<file path="src/hw/rtl/mfw_pkg.sv">
package mfw_pkg;

	localparam int PIX_W         = 8;
	localparam int CFG_W         = 12;
	localparam int DEF_MAX_HALF  = 1;
	localparam int DEF_MAX_WIDTH = 2048;
	localparam int SLOT_MAX_W    = 4;
	localparam int APB_AW        = 4;
	localparam int APB_DW        = 32;

	localparam logic [CFG_W-1:0] RST_WIDTH  = 12'd640;
	localparam logic [CFG_W-1:0] RST_HEIGHT = 12'd480;
	localparam logic             RST_HALF   = 1'b1;

	localparam logic OP_PIXEL = 1'b0;

	typedef enum logic [1:0] {
		REG_WIDTH,
		REG_HEIGHT,
		REG_HALF_W,
		REG_HALF_H
	} reg_idx_t;

	typedef logic [PIX_W-1:0] pix_t;

	typedef struct packed {
		logic                  en;
		logic [SLOT_MAX_W-1:0] slot;
		pix_t                  data;
	} wr_t;

	typedef struct packed {
		logic                  valid;
		logic                  first;
		logic                  last;
		logic [SLOT_MAX_W-1:0] slot_up;
		logic [SLOT_MAX_W-1:0] slot_mid;
		logic [SLOT_MAX_W-1:0] slot_dn;
	} req_t;

	typedef struct packed {
		logic       valid;
		logic       first;
		logic       last;
		pix_t [2:0] mid;
		pix_t [2:0] rt;
	} col_t;

	function automatic pix_t min2(input pix_t a, input pix_t b);
		return (a < b) ? a : b;
	endfunction

	function automatic pix_t max2(input pix_t a, input pix_t b);
		return (a < b) ? b : a;
	endfunction

	function automatic pix_t med3(input pix_t a, input pix_t b, input pix_t c);
		return max2(min2(a, b), min2(max2(a, b), c));
	endfunction

	// column k of the window is w[3k+2:3k]
	function automatic pix_t median9(input pix_t [8:0] w);
		pix_t [2:0] lo;
		pix_t [2:0] md;
		pix_t [2:0] hi;
		for (int k = 0; k < 3; k++) begin
			lo[k] = min2(min2(w[3*k], w[3*k+1]), w[3*k+2]);
			md[k] = med3(w[3*k], w[3*k+1], w[3*k+2]);
			hi[k] = max2(max2(w[3*k], w[3*k+1]), w[3*k+2]);
		end
		return med3(max2(max2(lo[0], lo[1]), lo[2]), med3(md[0], md[1], md[2]),
			min2(min2(hi[0], hi[1]), hi[2]));
	endfunction

endpackage

</file>
<file path="src/hw/rtl/mfw_if.sv">


interface mfw_med_if import mfw_pkg::*; ();
	logic valid;
	logic ready;
	pix_t median;
	logic last;

	modport source(output valid, output median, output last, input ready);
	modport sink(input valid, input median, input last, output ready);
endinterface

</file>
<file path="src/hw/rtl/mfw_median.sv">
module mfw_median import mfw_pkg::*; (
	input  logic         clk,
	input  logic         arst_n,
	input  col_t         col_s2,
	output logic         load3,
	mfw_med_if.source    results
);

	pix_t [8:0] win_s3;
	pix_t [2:0] prev_q;
	logic       valid_s3, last_s3;
	logic       load_out;

	assign load_out = !results.valid || results.ready;
	assign load3    = !valid_s3 || load_out;

	always_ff @(posedge clk or negedge arst_n) begin
		if (!arst_n) begin
			valid_s3      <= 1'b0;
			results.valid <= 1'b0;
		end else begin
			if (load3) begin
				valid_s3 <= col_s2.valid;
			end
			if (load_out) begin
				results.valid <= valid_s3;
			end
		end
	end

	// left column = centre at row start or zero half width, else prior centre
	always_ff @(posedge clk) begin
		if (load3 && col_s2.valid) begin
			win_s3  <= {col_s2.rt, col_s2.mid, (col_s2.first ? col_s2.mid : prev_q)};
			last_s3 <= col_s2.last;
			prev_q  <= col_s2.mid;
		end
		if (load_out && valid_s3) begin
			results.median <= median9(win_s3);
			results.last   <= last_s3;
		end
	end

	a_window_hold: assert property (@(posedge clk) disable iff (!arst_n)
		valid_s3 && !load3 |=> valid_s3 && $stable(win_s3))
		else $error("window changed while stalled");

endmodule

</file>
<file path="src/flat_wrapper.sv">
// flat-port wrapper written by rule: the top's interface ports become plain ports
module mfw_median_flat import mfw_pkg::*;
  (clk, arst_n, col_s2, load3, results_valid, results_median, results_last, results_ready);
  mfw_med_if results_i ();
  input  logic clk;
  input  logic arst_n;
  input  col_t col_s2;
  output logic load3;
  output wire logic [$bits(results_i.valid)-1:0] results_valid;
  output wire logic [$bits(results_i.median)-1:0] results_median;
  output wire logic [$bits(results_i.last)-1:0] results_last;
  input wire logic [$bits(results_i.ready)-1:0] results_ready;
  assign results_valid = results_i.valid;
  assign results_median = results_i.median;
  assign results_last = results_i.last;
  assign results_i.ready = results_ready;
  mfw_median u_core (.clk(clk), .arst_n(arst_n), .col_s2(col_s2), .load3(load3), .results(results_i));
endmodule
</file>
<file path="config.mk">
export PLATFORM = sky130hd
export DESIGN_NAME = mfw_median_flat
export DESIGN_NICKNAME = d
export VERILOG_FILES = /design/src/hw/rtl/mfw_pkg.sv /design/src/hw/rtl/mfw_if.sv /design/src/hw/rtl/mfw_median.sv /design/src/flat_wrapper.sv
export SDC_FILE = /design/constraint.sdc
export NUM_CORES = 1
export LEC_CHECK = 0
export BUFFER_PORTS_ARGS = -buffer_cell sky130_fd_sc_hd__buf_2
export CORE_MARGIN = 1
export CORE_UTILIZATION = 35
export CTS_BUF_LIST = sky130_fd_sc_hd__clkbuf_2
export DETAILED_ROUTE_END_ITERATION = 10
export REMOVE_ABC_BUFFERS = 1
export SYNTH_ARGS = -nofsm -noshare
export SYNTH_HDL_FRONTEND = slang
export SYNTH_SLANG_ARGS = --single-unit
</file>
<file path="constraint.sdc">
create_clock -name clk -period 16.5 [get_ports clk]
set_input_delay 2.475 -clock clk [delete_from_list [all_inputs] [get_ports clk]]
set_output_delay 2.475 -clock clk [all_outputs]
set_load 0.01 [all_outputs]
</file>
==> flow_metrics.py <==
metrics = {
    "timing": {
        "max_freq_mhz": 62.9,
        "worst_pin_slew_ns": 1.07,
        "finalClockSkew_ns": 0.0386,
        "period_share": 0.963,
        "final.min_clock_period_ns": 15.89,
        "hold_viol": 0,
        "max-slew-margin-rel": 0.286,
        "final_max_slew_viol_count": 0,
        "final-setup-viol-count": 0,
    },
    "global_route": {
        "antenna_found_initial": 2,
        "overflow": 0,
        "grt_usage": 0.200,
        "grt_pass1_vias": 8599,
        "grt_pass1_wl_um": 45200,
        "grt_max_degree": 74,
    },
    "clock_tree": {
        "clockBufferDepth": 2,
        "clk_pin_slew_ns": 0.25,
        "clk_latency_ns": 0.64,
        "clkSinkCount": 84,
        "cts_root_buf": "clkbuf_2",
        "cts_tree": "yes",
        "cts_max_level": 3,
        "cts_buffers": 9,
        "ctsHoldBuffers": 0,
    },
    "routing": {
        "wirelength_um": 29300,
        "remaining_drc_errors": 0,
        "route.vias.total": 9350,
        "drt_iter0_drc": 722,
        "first_pass_iters": 6,
        "ant_nets": 0,
        "via_per_inst": 5.46,
        "wl_per_cell_um": 17.1,
    },
    "final_layout": {
        "fin_nets": 1528,
        "drive_gt1_frac": 0.224,
        "syn2layout_area_growth_pct": 18.7,
        "fill_cells": 2776,
        "final_util": 0.426,
    },
    "place": {
        "dpl.hpwl_um": 23400,
        "gp_congestion": 0.940,
        "port_buffers": 64,
    },
    "floorplan": {
        "row_count": 61,
        "core_um2": 28000,
        "initial_core_util": 0.359,
        "dieArea_um2": 29400,
        "die_w_um": 172,
        "die_h_um": 172,
        "num_io_pins": 65,
    },
    "yosys": {
        "synthArstFlopShare": 0.0238,
        "synth_mux_area_frac": 0.0934,
        "syn_area_per_cell_um2": 8.41,
        "synth-seq-area-share": 0.250,
        "synth_edf_count": 82,
        "syn_inst": 1197,
        "synth.yosys.warnings": 0,
        "synth_fa_ha_area_frac": 0.186,
        "synth_seq_cells": 84,
        "ys_types": 85,
        "synth_xor_area_frac": 0.000870,
        "synth_top_family_by_area": "compound AO/OA/AOI/OAI gates",
        "syn-cell-area_um2": 10100,
        "synth-simple-area-share": 0.142,
        "ys.flop_type": "edfxtp_1",
        "synth_compound_area_frac": 0.271,
    },
    "min_path": {
        "worstHoldStart": "u_core.last_s3$_DFFE_PP_",
        "min_path_cells": 0,
        "hp-class": "reg -> reg",
        "min_to": "u_core.results.last$_DFFE_PP_",
    },
    "critical_path": {
        "max_stage_delay_ns": 0.48,
        "path_max_fanout": 7,
        "reg2reg_slack_ns": 0.61,
        "arrival_ns": 16.35,
        "start_kind": "flip-flop",
        "critPathSlowestCell": "edfxtp_1",
        "r2r-end": "u_core.results.median[0]$_DFFE_PP_",
        "cp.required_ns": 16.96,
        "path_class": "reg -> reg",
        "r2r-start": "u_core.win_s3[39]$_DFFE_PP_",
        "rr_worst_depth": 83,
        "endpoint_kind": "flip-flop",
        "critical_path.most_common_cell": "a21o_1",
    },
    "flow_run": {
        "drv_cap": 0,
    },
    "run_status": {
        "status": "completed",
    },
}
-- metrics by stage --
step / instance area, um^2 / setup slack (ns) / cells / hold WS (ns) / TNS, ns
final: 11900 / 0.608 / 1712 / 0.465 / 0
after global routing: 11900 / -0.177 / 1712 / 0.491 / -0.879
after CTS: 11300 / 0.0332 / 1684 / 0.465 / 0
after detailed placement: 11200 / -0.312 / 1666 / 0.410 / -1.93
after global placement: 11200 / 0.0986 / 1666 / 0.405 / 0
after floorplan: 9920 / -0.991 / 1165 / 0.400 / -6.48
-- cell type report --
cell class	instances	area, um^2	share of cell area
antenna	1	2.50	0.000210
clock buffer	10	50.0	0.00419
clock inverter	6	63.8	0.00534
inverter	113	424	0.0355
multi-input combinational	968	7360	0.616
sequential	84	2510	0.210
tap	378	473	0.0396
timing repair buffer	152	1050	0.0883
-- cell families (layout without fill, tap and decap cells) --
kind of cell,after synthesis,in the layout
compound gates,407,407
xor+xnor,1,1
fa+ha+maj,151,151
buf+inv,145,281
flops,84,84
mux,89,89
other cells,0,1
simple gates,320,320
-- synthesized netlist by cell type (3+ instances only) --
cell | count | share of area
clkbuf_1 | 24 | 0.0090
ha_1 | 146 | 0.18
o2111a_1 | 3 | 0.0034
o211ai_2 | 3 | 0.0037
edfxtp_1 | 82 | 0.24
a31o_2 | 9 | 0.0078
o21ai_1 | 7 | 0.0035
inv_1 | 111 | 0.041
o21ai_0 | 108 | 0.054
a31oi_1 | 10 | 0.0062
maj3_1 | 5 | 0.0050
nor4_1 | 3 | 0.0019
nor3_1 | 7 | 0.0035
a211o_1 | 10 | 0.0087
nor2_1 | 106 | 0.040
o2111ai_1 | 4 | 0.0035
nand2_1 | 122 | 0.046
nand3_1 | 20 | 0.0099
a21o_1 | 39 | 0.029
a21oi_1 | 117 | 0.058
o211ai_1 | 10 | 0.0075
a41oi_1 | 3 | 0.0026
nor2b_1 | 4 | 0.0025
mux2i_1 | 62 | 0.062
o21a_1 | 17 | 0.013
a211oi_1 | 20 | 0.015
buf_2 | 4 | 0.0020
and3_1 | 10 | 0.0062
and2_1 | 12 | 0.0075
nand4_1 | 8 | 0.0050
mux2_2 | 25 | 0.028
a221o_1 | 4 | 0.0040
nand2b_1 | 10 | 0.0062
-- flip-flops by register name, indices dropped and copies added (netlist names) --
register and count:
u_core.results.last 1, u_core.results.median 8, u_core.valid_s3 1, u_core.results.valid 1
u_core.win_s3 72, u_core.last_s3 1
-- routing by layer --
layer  GRT usage  vias to the layer above  wire length [um]
li1            -                     4709                 -
met1       0.272                     4351             13900
met2       0.323                      234             13300
met3      0.0265                       56              1240
met4      0.0691                        0               794
met5           0                        -                 0
-- worst max path at each step --
stage / end / slack (ns) / from / cells after the start
detailed placement: u_core.results.median[0]$_DFFE_PP_ / -0.31 / u_core.win_s3[31]$_DFFE_PP_ / 79
finish: u_core.results.median[0]$_DFFE_PP_ / 0.61 / u_core.win_s3[39]$_DFFE_PP_ / 83
global route: u_core.results.median[0]$_DFFE_PP_ / -0.18 / u_core.win_s3[30]$_DFFE_PP_ / 82
CTS: u_core.results.median[0]$_DFFE_PP_ / 0.03 / u_core.win_s3[26]$_DFFE_PP_ / 82
floorplan: u_core.results.median[0]$_DFFE_PP_ / -0.99 / u_core.win_s3[9]$_DFFE_PP_ / 74
global placement: u_core.results.median[0]$_DFFE_PP_ / 0.1 / u_core.win_s3[15]$_DFFE_PP_ / 78
-- placed cells by master (no fill, tap or decap), types with 4 or more instances in the layout --
cell and instances:
a21oi_2 19, nor3_1 7, nor2_1 100, nand2b_1 9
nor2b_1 4, a21oi_1 98, o2111ai_1 4, nand3_1 19
maj3_1 5, a21o_1 38, edfxtp_1 82, and3_1 9
a221o_1 4, a211o_1 9, and2_1 11, mux2i_2 4
ha_1 143, a211oi_2 4, o21ai_2 7, o21ai_1 14
inv_1 109, buf_4 78, a211oi_1 16, o211ai_1 10
a31oi_1 10, nor2_2 4, buf_2 66, mux2i_1 53
mux2_2 23, a31o_2 9, mux2i_4 6, nand4_1 8
clkbuf_2 10, nand2_1 119, o21a_1 17, o21ai_0 94
-- critical path, delay by kind of cell, from the launching register on --
| kind | cells | cell delay [ns] |
|---|---|---|
| AO/OA/AOI/OAI | 38 | 7.51 |
| buffers and inverters | 11 | 1.30 |
| multiplexers | 7 | 1.62 |
| AND/OR/NAND/NOR | 18 | 2.27 |
| adder cells (fa/ha/maj) | 9 | 2.53 |
| flip-flops | 1 | 0.48 |
-- timing repair --
| item | CTS | global route |
|---|---|---|
| resized for setup | 7 | 91 |
| setup buffers | 2 | 23 |
| setup endpoints to repair | 8 | 8 |
| gates cloned | 0 | 4 |
| endpoints found under the hold margin | 0 | 0 |
| pin swaps | 1 | 24 |
Power is left out: the tool's default activity adds up to more than one toggle a clock period on the data nets, which glitch-free logic cannot reach.
