==> src/hw/rtl/mfw_pkg.sv <==
package mfw_pkg;

	localparam int PIX_W         = 8;
	localparam int CFG_W         = 12;
	localparam int DEF_MAX_HALF  = 1;
	localparam int DEF_MAX_WIDTH = 2048;
	localparam int SLOT_MAX_W    = 4;
	localparam int APB_AW        = 4;
	localparam int APB_DW        = 32;

	localparam logic [CFG_W-1:0] RST_WIDTH  = 12'd640;
	localparam logic [CFG_W-1:0] RST_HEIGHT = 12'd480;
	localparam logic             RST_HALF   = 1'b1;

	localparam logic OP_PIXEL = 1'b0;

	typedef enum logic [1:0] {
		REG_WIDTH,
		REG_HEIGHT,
		REG_HALF_W,
		REG_HALF_H
	} reg_idx_t;

	typedef logic [PIX_W-1:0] pix_t;

	typedef struct packed {
		logic                  en;
		logic [SLOT_MAX_W-1:0] slot;
		pix_t                  data;
	} wr_t;

	typedef struct packed {
		logic                  valid;
		logic                  first;
		logic                  last;
		logic [SLOT_MAX_W-1:0] slot_up;
		logic [SLOT_MAX_W-1:0] slot_mid;
		logic [SLOT_MAX_W-1:0] slot_dn;
	} req_t;

	typedef struct packed {
		logic       valid;
		logic       first;
		logic       last;
		pix_t [2:0] mid;
		pix_t [2:0] rt;
	} col_t;

	function automatic pix_t min2(input pix_t a, input pix_t b);
		return (a < b) ? a : b;
	endfunction

	function automatic pix_t max2(input pix_t a, input pix_t b);
		return (a < b) ? b : a;
	endfunction

	function automatic pix_t med3(input pix_t a, input pix_t b, input pix_t c);
		return max2(min2(a, b), min2(max2(a, b), c));
	endfunction

	// column k of the window is w[3k+2:3k]
	function automatic pix_t median9(input pix_t [8:0] w);
		pix_t [2:0] lo;
		pix_t [2:0] md;
		pix_t [2:0] hi;
		for (int k = 0; k < 3; k++) begin
			lo[k] = min2(min2(w[3*k], w[3*k+1]), w[3*k+2]);
			md[k] = med3(w[3*k], w[3*k+1], w[3*k+2]);
			hi[k] = max2(max2(w[3*k], w[3*k+1]), w[3*k+2]);
		end
		return med3(max2(max2(lo[0], lo[1]), lo[2]), med3(md[0], md[1], md[2]),
			min2(min2(hi[0], hi[1]), hi[2]));
	endfunction

endpackage

==> src/hw/rtl/mfw_ctrl.sv <==
module mfw_ctrl import mfw_pkg::*; #(
	parameter int MAX_HALF = DEF_MAX_HALF,
	parameter int MAX_WIDTH = DEF_MAX_WIDTH,
	localparam int COL_W = $clog2(MAX_WIDTH)
) (
	input  logic              clk,
	input  logic              arst_n,
	input  logic              psel,
	input  logic              penable,
	input  logic              pwrite,
	input  logic [APB_AW-1:0] paddr,
	input  logic [APB_DW-1:0] pwdata,
	output logic [APB_DW-1:0] prdata,
	output logic              pready,
	input  logic              fire,
	input  logic              load1,
	input  logic              opcode,
	input  pix_t              pixel,
	output wr_t               wr,
	output logic [COL_W-1:0]  wr_col,
	output req_t              req_s1,
	output logic [COL_W-1:0]  col_mid_s1,
	output logic [COL_W-1:0]  col_rt_s1
);

	localparam int ROW_SLOTS = 4 * MAX_HALF + 2;
	localparam int SLOT_W = $clog2(ROW_SLOTS);
	localparam int LAG_W = COL_W + 2;

	logic [CFG_W-1:0] width_q, height_q;
	logic             half_w_q, half_h_q;
	logic             cfg_wr;
	reg_idx_t         cfg_idx;

	logic [COL_W-1:0] w_m1;
	logic [CFG_W-1:0] h_m1;
	logic [LAG_W-1:0] lag;

	logic [COL_W-1:0]  in_col_q, out_col_q;
	logic [CFG_W-1:0]  in_row_q, out_row_q;
	logic [SLOT_W-1:0] in_slot_q, out_slot_q;
	logic [LAG_W-1:0]  gap_q;

	logic              in_open, is_pix, emit, fin;
	logic [SLOT_W-1:0] in_slot_nx, out_slot_nx, out_slot_pv;

	logic              req_valid_s1, req_first_s1, req_last_s1;
	logic [SLOT_W-1:0] slot_up_s1, slot_mid_s1, slot_dn_s1;

	assign pready  = 1'b1;
	assign cfg_wr  = psel && penable && pwrite;
	assign cfg_idx = reg_idx_t'(paddr[APB_AW-1:2]);

	always_comb begin
		unique case (cfg_idx)
			REG_WIDTH:  prdata = APB_DW'(width_q);
			REG_HEIGHT: prdata = APB_DW'(height_q);
			REG_HALF_W: prdata = APB_DW'(half_w_q);
			REG_HALF_H: prdata = APB_DW'(half_h_q);
			default:    prdata = '0;
		endcase
	end

	always_comb begin
		if (width_q == '0) begin
			w_m1 = '0;
		end else if (32'(width_q) > 32'(MAX_WIDTH)) begin
			w_m1 = COL_W'(MAX_WIDTH - 1);
		end else begin
			w_m1 = COL_W'(width_q - 1'b1);
		end
		h_m1 = (height_q == '0) ? '0 : height_q - 1'b1;
		lag  = (half_h_q ? LAG_W'(w_m1) + LAG_W'(1) : '0) + LAG_W'(half_w_q);
	end

	always_comb begin
		in_slot_nx  = (in_slot_q == SLOT_W'(ROW_SLOTS - 1)) ? '0 : in_slot_q + 1'b1;
		out_slot_nx = (out_slot_q == SLOT_W'(ROW_SLOTS - 1)) ? '0 : out_slot_q + 1'b1;
		out_slot_pv = (out_slot_q == '0) ? SLOT_W'(ROW_SLOTS - 1) : out_slot_q - 1'b1;
		in_open     = in_row_q <= h_m1;
		is_pix      = (opcode == OP_PIXEL) && in_open;
		emit        = is_pix ? (gap_q >= lag) : (!in_open && gap_q != '0);
		fin         = (out_row_q == h_m1) && (out_col_q == w_m1);
	end

	assign wr.en   = fire && is_pix;
	assign wr.slot = SLOT_MAX_W'(in_slot_q);
	assign wr.data = pixel;
	assign wr_col  = in_col_q;

	always_ff @(posedge clk or negedge arst_n) begin
		if (!arst_n) begin
			width_q    <= RST_WIDTH;
			height_q   <= RST_HEIGHT;
			half_w_q   <= RST_HALF;
			half_h_q   <= RST_HALF;
			in_col_q   <= '0;
			in_row_q   <= '0;
			in_slot_q  <= '0;
			out_col_q  <= '0;
			out_row_q  <= '0;
			out_slot_q <= '0;
			gap_q      <= '0;
		end else if (cfg_wr) begin
			unique case (cfg_idx)
				REG_WIDTH:  width_q  <= pwdata[CFG_W-1:0];
				REG_HEIGHT: height_q <= pwdata[CFG_W-1:0];
				REG_HALF_W: half_w_q <= pwdata[0];
				REG_HALF_H: half_h_q <= pwdata[0];
				default:    ;
			endcase
			in_col_q   <= '0;
			in_row_q   <= '0;
			in_slot_q  <= '0;
			out_col_q  <= '0;
			out_row_q  <= '0;
			out_slot_q <= '0;
			gap_q      <= '0;
		end else if (fire) begin
			// frame complete: restart every counter
			if (emit && fin) begin
				in_col_q   <= '0;
				in_row_q   <= '0;
				in_slot_q  <= '0;
				out_col_q  <= '0;
				out_row_q  <= '0;
				out_slot_q <= '0;
				gap_q      <= '0;
			end else begin
				if (is_pix) begin
					if (in_col_q == w_m1) begin
						in_col_q  <= '0;
						in_row_q  <= in_row_q + 1'b1;
						in_slot_q <= in_slot_nx;
					end else begin
						in_col_q <= in_col_q + 1'b1;
					end
				end
				if (emit) begin
					if (out_col_q == w_m1) begin
						out_col_q  <= '0;
						out_row_q  <= out_row_q + 1'b1;
						out_slot_q <= out_slot_nx;
					end else begin
						out_col_q <= out_col_q + 1'b1;
					end
				end
				if (is_pix && !emit) begin
					gap_q <= gap_q + 1'b1;
				end else if (!is_pix && emit) begin
					gap_q <= gap_q - 1'b1;
				end
			end
		end
	end

	always_ff @(posedge clk or negedge arst_n) begin
		if (!arst_n) begin
			req_valid_s1 <= 1'b0;
		end else if (load1) begin
			req_valid_s1 <= fire && emit;
		end
	end

	always_ff @(posedge clk) begin
		if (fire && emit) begin
			req_first_s1 <= !half_w_q || (out_col_q == '0);
			req_last_s1  <= fin;
			slot_mid_s1  <= out_slot_q;
			slot_up_s1   <= (half_h_q && out_row_q != '0) ? out_slot_pv : out_slot_q;
			slot_dn_s1   <= (half_h_q && out_row_q != h_m1) ? out_slot_nx : out_slot_q;
			col_mid_s1   <= out_col_q;
			col_rt_s1    <= (half_w_q && out_col_q != w_m1) ? out_col_q + 1'b1 : out_col_q;
		end
	end

	assign req_s1.valid    = req_valid_s1;
	assign req_s1.first    = req_first_s1;
	assign req_s1.last     = req_last_s1;
	assign req_s1.slot_up  = SLOT_MAX_W'(slot_up_s1);
	assign req_s1.slot_mid = SLOT_MAX_W'(slot_mid_s1);
	assign req_s1.slot_dn  = SLOT_MAX_W'(slot_dn_s1);

	a_gap_bound: assert property (@(posedge clk) disable iff (!arst_n)
		gap_q <= lag)
		else $error("pending count beyond window lag");

	a_no_spurious: assert property (@(posedge clk) disable iff (!arst_n)
		fire && !in_open && gap_q == '0 |=> !req_valid_s1)
		else $error("result raised with nothing pending");

endmodule

==> config.mk <==
export PLATFORM = sky130hd
export DESIGN_NAME = mfw_ctrl
export DESIGN_NICKNAME = d
export VERILOG_FILES = /design/src/hw/rtl/mfw_pkg.sv /design/src/hw/rtl/mfw_ctrl.sv
export SDC_FILE = /design/constraint.sdc
export NUM_CORES = 1
export LEC_CHECK = 0
export ABC_AREA = 1
export BUFFER_PORTS_ARGS = -buffer_cell sky130_fd_sc_hd__buf_2
export CAP_MARGIN = 40
export CORE_MARGIN = 2
export CORE_UTILIZATION = 55
export CTS_BUF_LIST = sky130_fd_sc_hd__clkbuf_8
export CTS_CLUSTER_DIAMETER = 100
export DETAILED_ROUTE_END_ITERATION = 10
export GPL_TIMING_DRIVEN = 0
export PLACE_DENSITY = 0.9
export SLEW_MARGIN = 30
export SYNTH_ARGS = -nofsm -noshare
export SYNTH_HDL_FRONTEND = slang
export SYNTH_SLANG_ARGS = --single-unit
export TNS_END_PERCENT = 10
==> constraint.sdc <==
create_clock -name clk -period 7.2 [get_ports clk]
set_input_delay 1.08 -clock clk [delete_from_list [all_inputs] [get_ports clk]]
set_output_delay 1.08 -clock clk [all_outputs]
set_load 0.02 [all_outputs]
==> results.yml <==
timing:
  min_period_ns: 6.51
  finalWorstSetupSlack_ns: 0.690
  fin_skew_ns: 0.0163
  timing.final.max_slew_violations: 0
  worstMarginPinSlew_ns: 0.735
  rsz0062_at_grt: "no"
  fin_tns_setup_ns: 0
  report.final.setup_viol: 0
  min_period_over_period_pct: 90.4
  timing.max_slew.rel_slack_pct: 50.5
  maxClockFrequency_mhz: 154
  hold_viol: 0
critical_path:
  criticalPathCategory: "flip-flop to flip-flop"
  crit_path_frequent_cell: "sky130_fd_sc_hd__nand2_1"
  cp-start-kind: "flip-flop"
  critPathMaxStageDelay_ns: 0.40
  critical-path-slowest-cell: "sky130_fd_sc_hd__ha_1"
  reg2reg_to: "gap_q[9]"
  worst_ep_required_time_ns: 7.58
  endpoint_type_of_the_worst_setup_path: "flip-flop"
  crit-reg2reg-launch: "width_q[0]"
  worst_r2r_path_depth: 38
  timing.critical_path.arrival_ns: 6.89
  critPathMaxFanout: 12
  r2r_slack_ns: 0.69
floorplanning:
  die_area_sq_mm: 0.0181
  fp.coreArea_sq_mm: 0.0166
  boundaryPins: 146
  initial_utilization_pct: 56.4
  die_x_um: 134
  y_dimension_of_the_die_um: 134
  number_of_placement_rows: 47
route:
  wl_per_cell_um: 15.1
  viasPerCell: 5.52
  antenna_left: 0
  drt_pass1_iterations: 9
  detail_route.iter0.violations: 1032
  wirelength_um: 25300
  vias: 9256
  drt_drc_violations_left: 0
finish:
  area_delta_synth_final_pct: 13.1
  post_layout_nonfiller_instances: 1676
  postLayoutCoreUtil_pct: 63.8
  commonest_cells_after_routing_fill_and_taps_aside: "sky130_fd_sc_hd__nand2_1 (359), sky130_fd_sc_hd__nor2_1 (147), sky130_fd_sc_hd__inv_1 (131)"
  fraction_of_layout_instances_using_a_drive_strength_above_1_pct: 14.5
  num-fill-cells: 1476
  most_frequent_standard_cell_in_the_layout_excluding_fill_and_tap_cells: "sky130_fd_sc_hd__nand2_1"
  diodes: 0
  layout.nets: 1546
clock_tree:
  clkSinkCount: 125
  cts-root-buf: "sky130_fd_sc_hd__clkbuf_8"
  ctsLongestPathBuffers: 2
  cts-buffers-inserted: 17
  cts_setup_buffers: 0
  clk-insertion-delay-late_ns: 0.48
  cts_max_level: 4
  clkSlewWorstSetupHoldPaths_ns: 0.08
  tritoncts: "yes"
  holdBufCountCts: 0
synthesis:
  yosys.cell_types.count: 43
  async_reset_ff_share_pct: 73.6
  post_synthesis_instance_area_sq_mm: 0.00935
  synth-seq-area-share_pct: 35.3
  ys_ff_latch: 125
  synth_cells: 1309
  number_of_flops_mapped_to_enable_cells_by_yosys: 33
  synthesis.area_per_instance_sq_um: 7.14
  synth_ff_type: "sky130_fd_sc_hd__dfrtp_1"
  synth_warnings: 0
power_and_ir_drop:
  power_leakage_nw: 5.29
  p_per_area_mw_per_mm2: 320
  power.total_mw: 3.39
  ir_worst_vdd_uv: 160
grt:
  grt.total_usage_pct: 28.8
  grt_first_pass_wirelength_um: 41500
  grt_start_max_net_pins: 69
  gr-total-overflow: 0
  antenna_found_initial: 0
  grt_pass1_vias: 8712
place:
  gpl.final_weighted_congestion: 0.995
  portBuffers: 90
  place_ws_ns: 0.766
  post-dp-hpwl_um: 19100
  post-place-cells: 1644
outcome:
  run_status: "complete, no violations"
run:
  drv.max_cap_violation_count: 0
hold_path:
  timing.hold.worst.class: "input pin to async pin"
[synthesized netlist by cell type (all sizes together), types with 2 or more instances]
cell | number | area (sq um)
or2 | 2 | 12.5
nor3 | 24 | 120
nor2 | 155 | 612
conb | 2 | 7.51
o22ai | 22 | 138
nand3 | 111 | 571
nand2 | 368 | 1410
clkbuf | 16 | 60.1
a21oi | 44 | 220
dfstp | 8 | 210
xnor2 | 10 | 87.6
ha | 50 | 626
nor4 | 7 | 43.8
dfrtp | 84 | 2100
nand4 | 35 | 234
o21ai | 83 | 415
inv | 132 | 495
buf | 56 | 404
xor2 | 49 | 429
edfxtp | 33 | 991
nand3b | 6 | 45.0
o2111ai | 2 | 17.5
[sequential cells by signal, indices dropped and copies added (netlist names), 11 cells and up]
register / flops
out_row_q: 12
wr_col: 11
col_rt_s1: 11
height_q: 12
col_mid_s1: 11
gap_q: 13
in_row_q: 12
width_q: 12
out_col_q: 11
[cell families (layout without fill, tap and decap cells)]
kind of cell / Yosys count / count (layout) / share of synthesized area (%)
AND/OR/NAND/NOR: 710 / 710 / 32.7
buffers and inverters: 204 / 327 / 10.3
AO/OA/AOI/OAI: 158 / 158 / 9.17
flip-flops: 125 / 125 / 35.3
XOR/XNOR: 59 / 59 / 5.53
adder cells (fa/ha/maj): 51 / 51 / 6.90
other: 2 / 26 / 0.0803
[repair_timing]
| item | 4_1_cts | 5_1_grt |
|---|---|---|
| gates resized for setup | 0 | 1 |
| endpoints found under the hold margin | 0 | 0 |
| setup endpoints to repair | 0 | 1 |
[per-stage QoR]
step,hold WS (ns),cell area (sq um)
5_1_grt,0.467,10600
3_3_place_gp,0.429,10200
6_report,0.457,10600
2_1_floorplan,0.423,9440
3_5_place_dp,0.440,10200
4_1_cts,0.457,10600
[worst max-delay path by stage]
stage,cells after the start,endpoint,startpoint
after floorplan,38,gap_q[10],width_q[0]
after global placement,38,gap_q[10],width_q[0]
after detailed placement,38,gap_q[10],width_q[0]
after CTS,38,gap_q[10],width_q[0]
after global routing,38,gap_q[9],width_q[0]
final,38,gap_q[9],width_q[0]
[critical path: cells and delay by family (launching register included)]
family	cells	cell delay, ns
xor+xnor	1	0.19
buf+inv	7	0.95
flops	1	0.39
simple gates	18	2.26
compound gates	6	0.94
fa+ha+maj	6	1.67
[cell type report]
cell class | count | area, sq um | area share, %
buffer | 72 | 464 | 4.39
clock buffer | 19 | 262 | 2.47
clock inverter | 13 | 115 | 1.09
inverter | 132 | 495 | 4.68
multi-input combinational | 1004 | 5180 | 49.0
sequential | 125 | 3300 | 31.2
tap | 220 | 275 | 2.60
timing repair buffer | 91 | 484 | 4.58
[routing by layer]
| metal | track usage, % | wire length (um) | vias to the layer above |
|---|---|---|---|
| met1 | 36.6 | 10200 | 4190 |
| met3 | 5.33 | 2190 | 94 |
| li1 | - | - | 4522 |
| met4 | 14.2 | 1020 | 0 |
| met2 | 47.3 | 12000 | 450 |
| met5 | 0 | 0 | - |
[where the power goes]
group          internal (mW)  switching, mW
sequential             0.926          0.191
clock                  0.292          0.316
combinational          0.601           1.06
total                   1.82           1.57
Note: power is estimated with default switching activity, not from simulation.
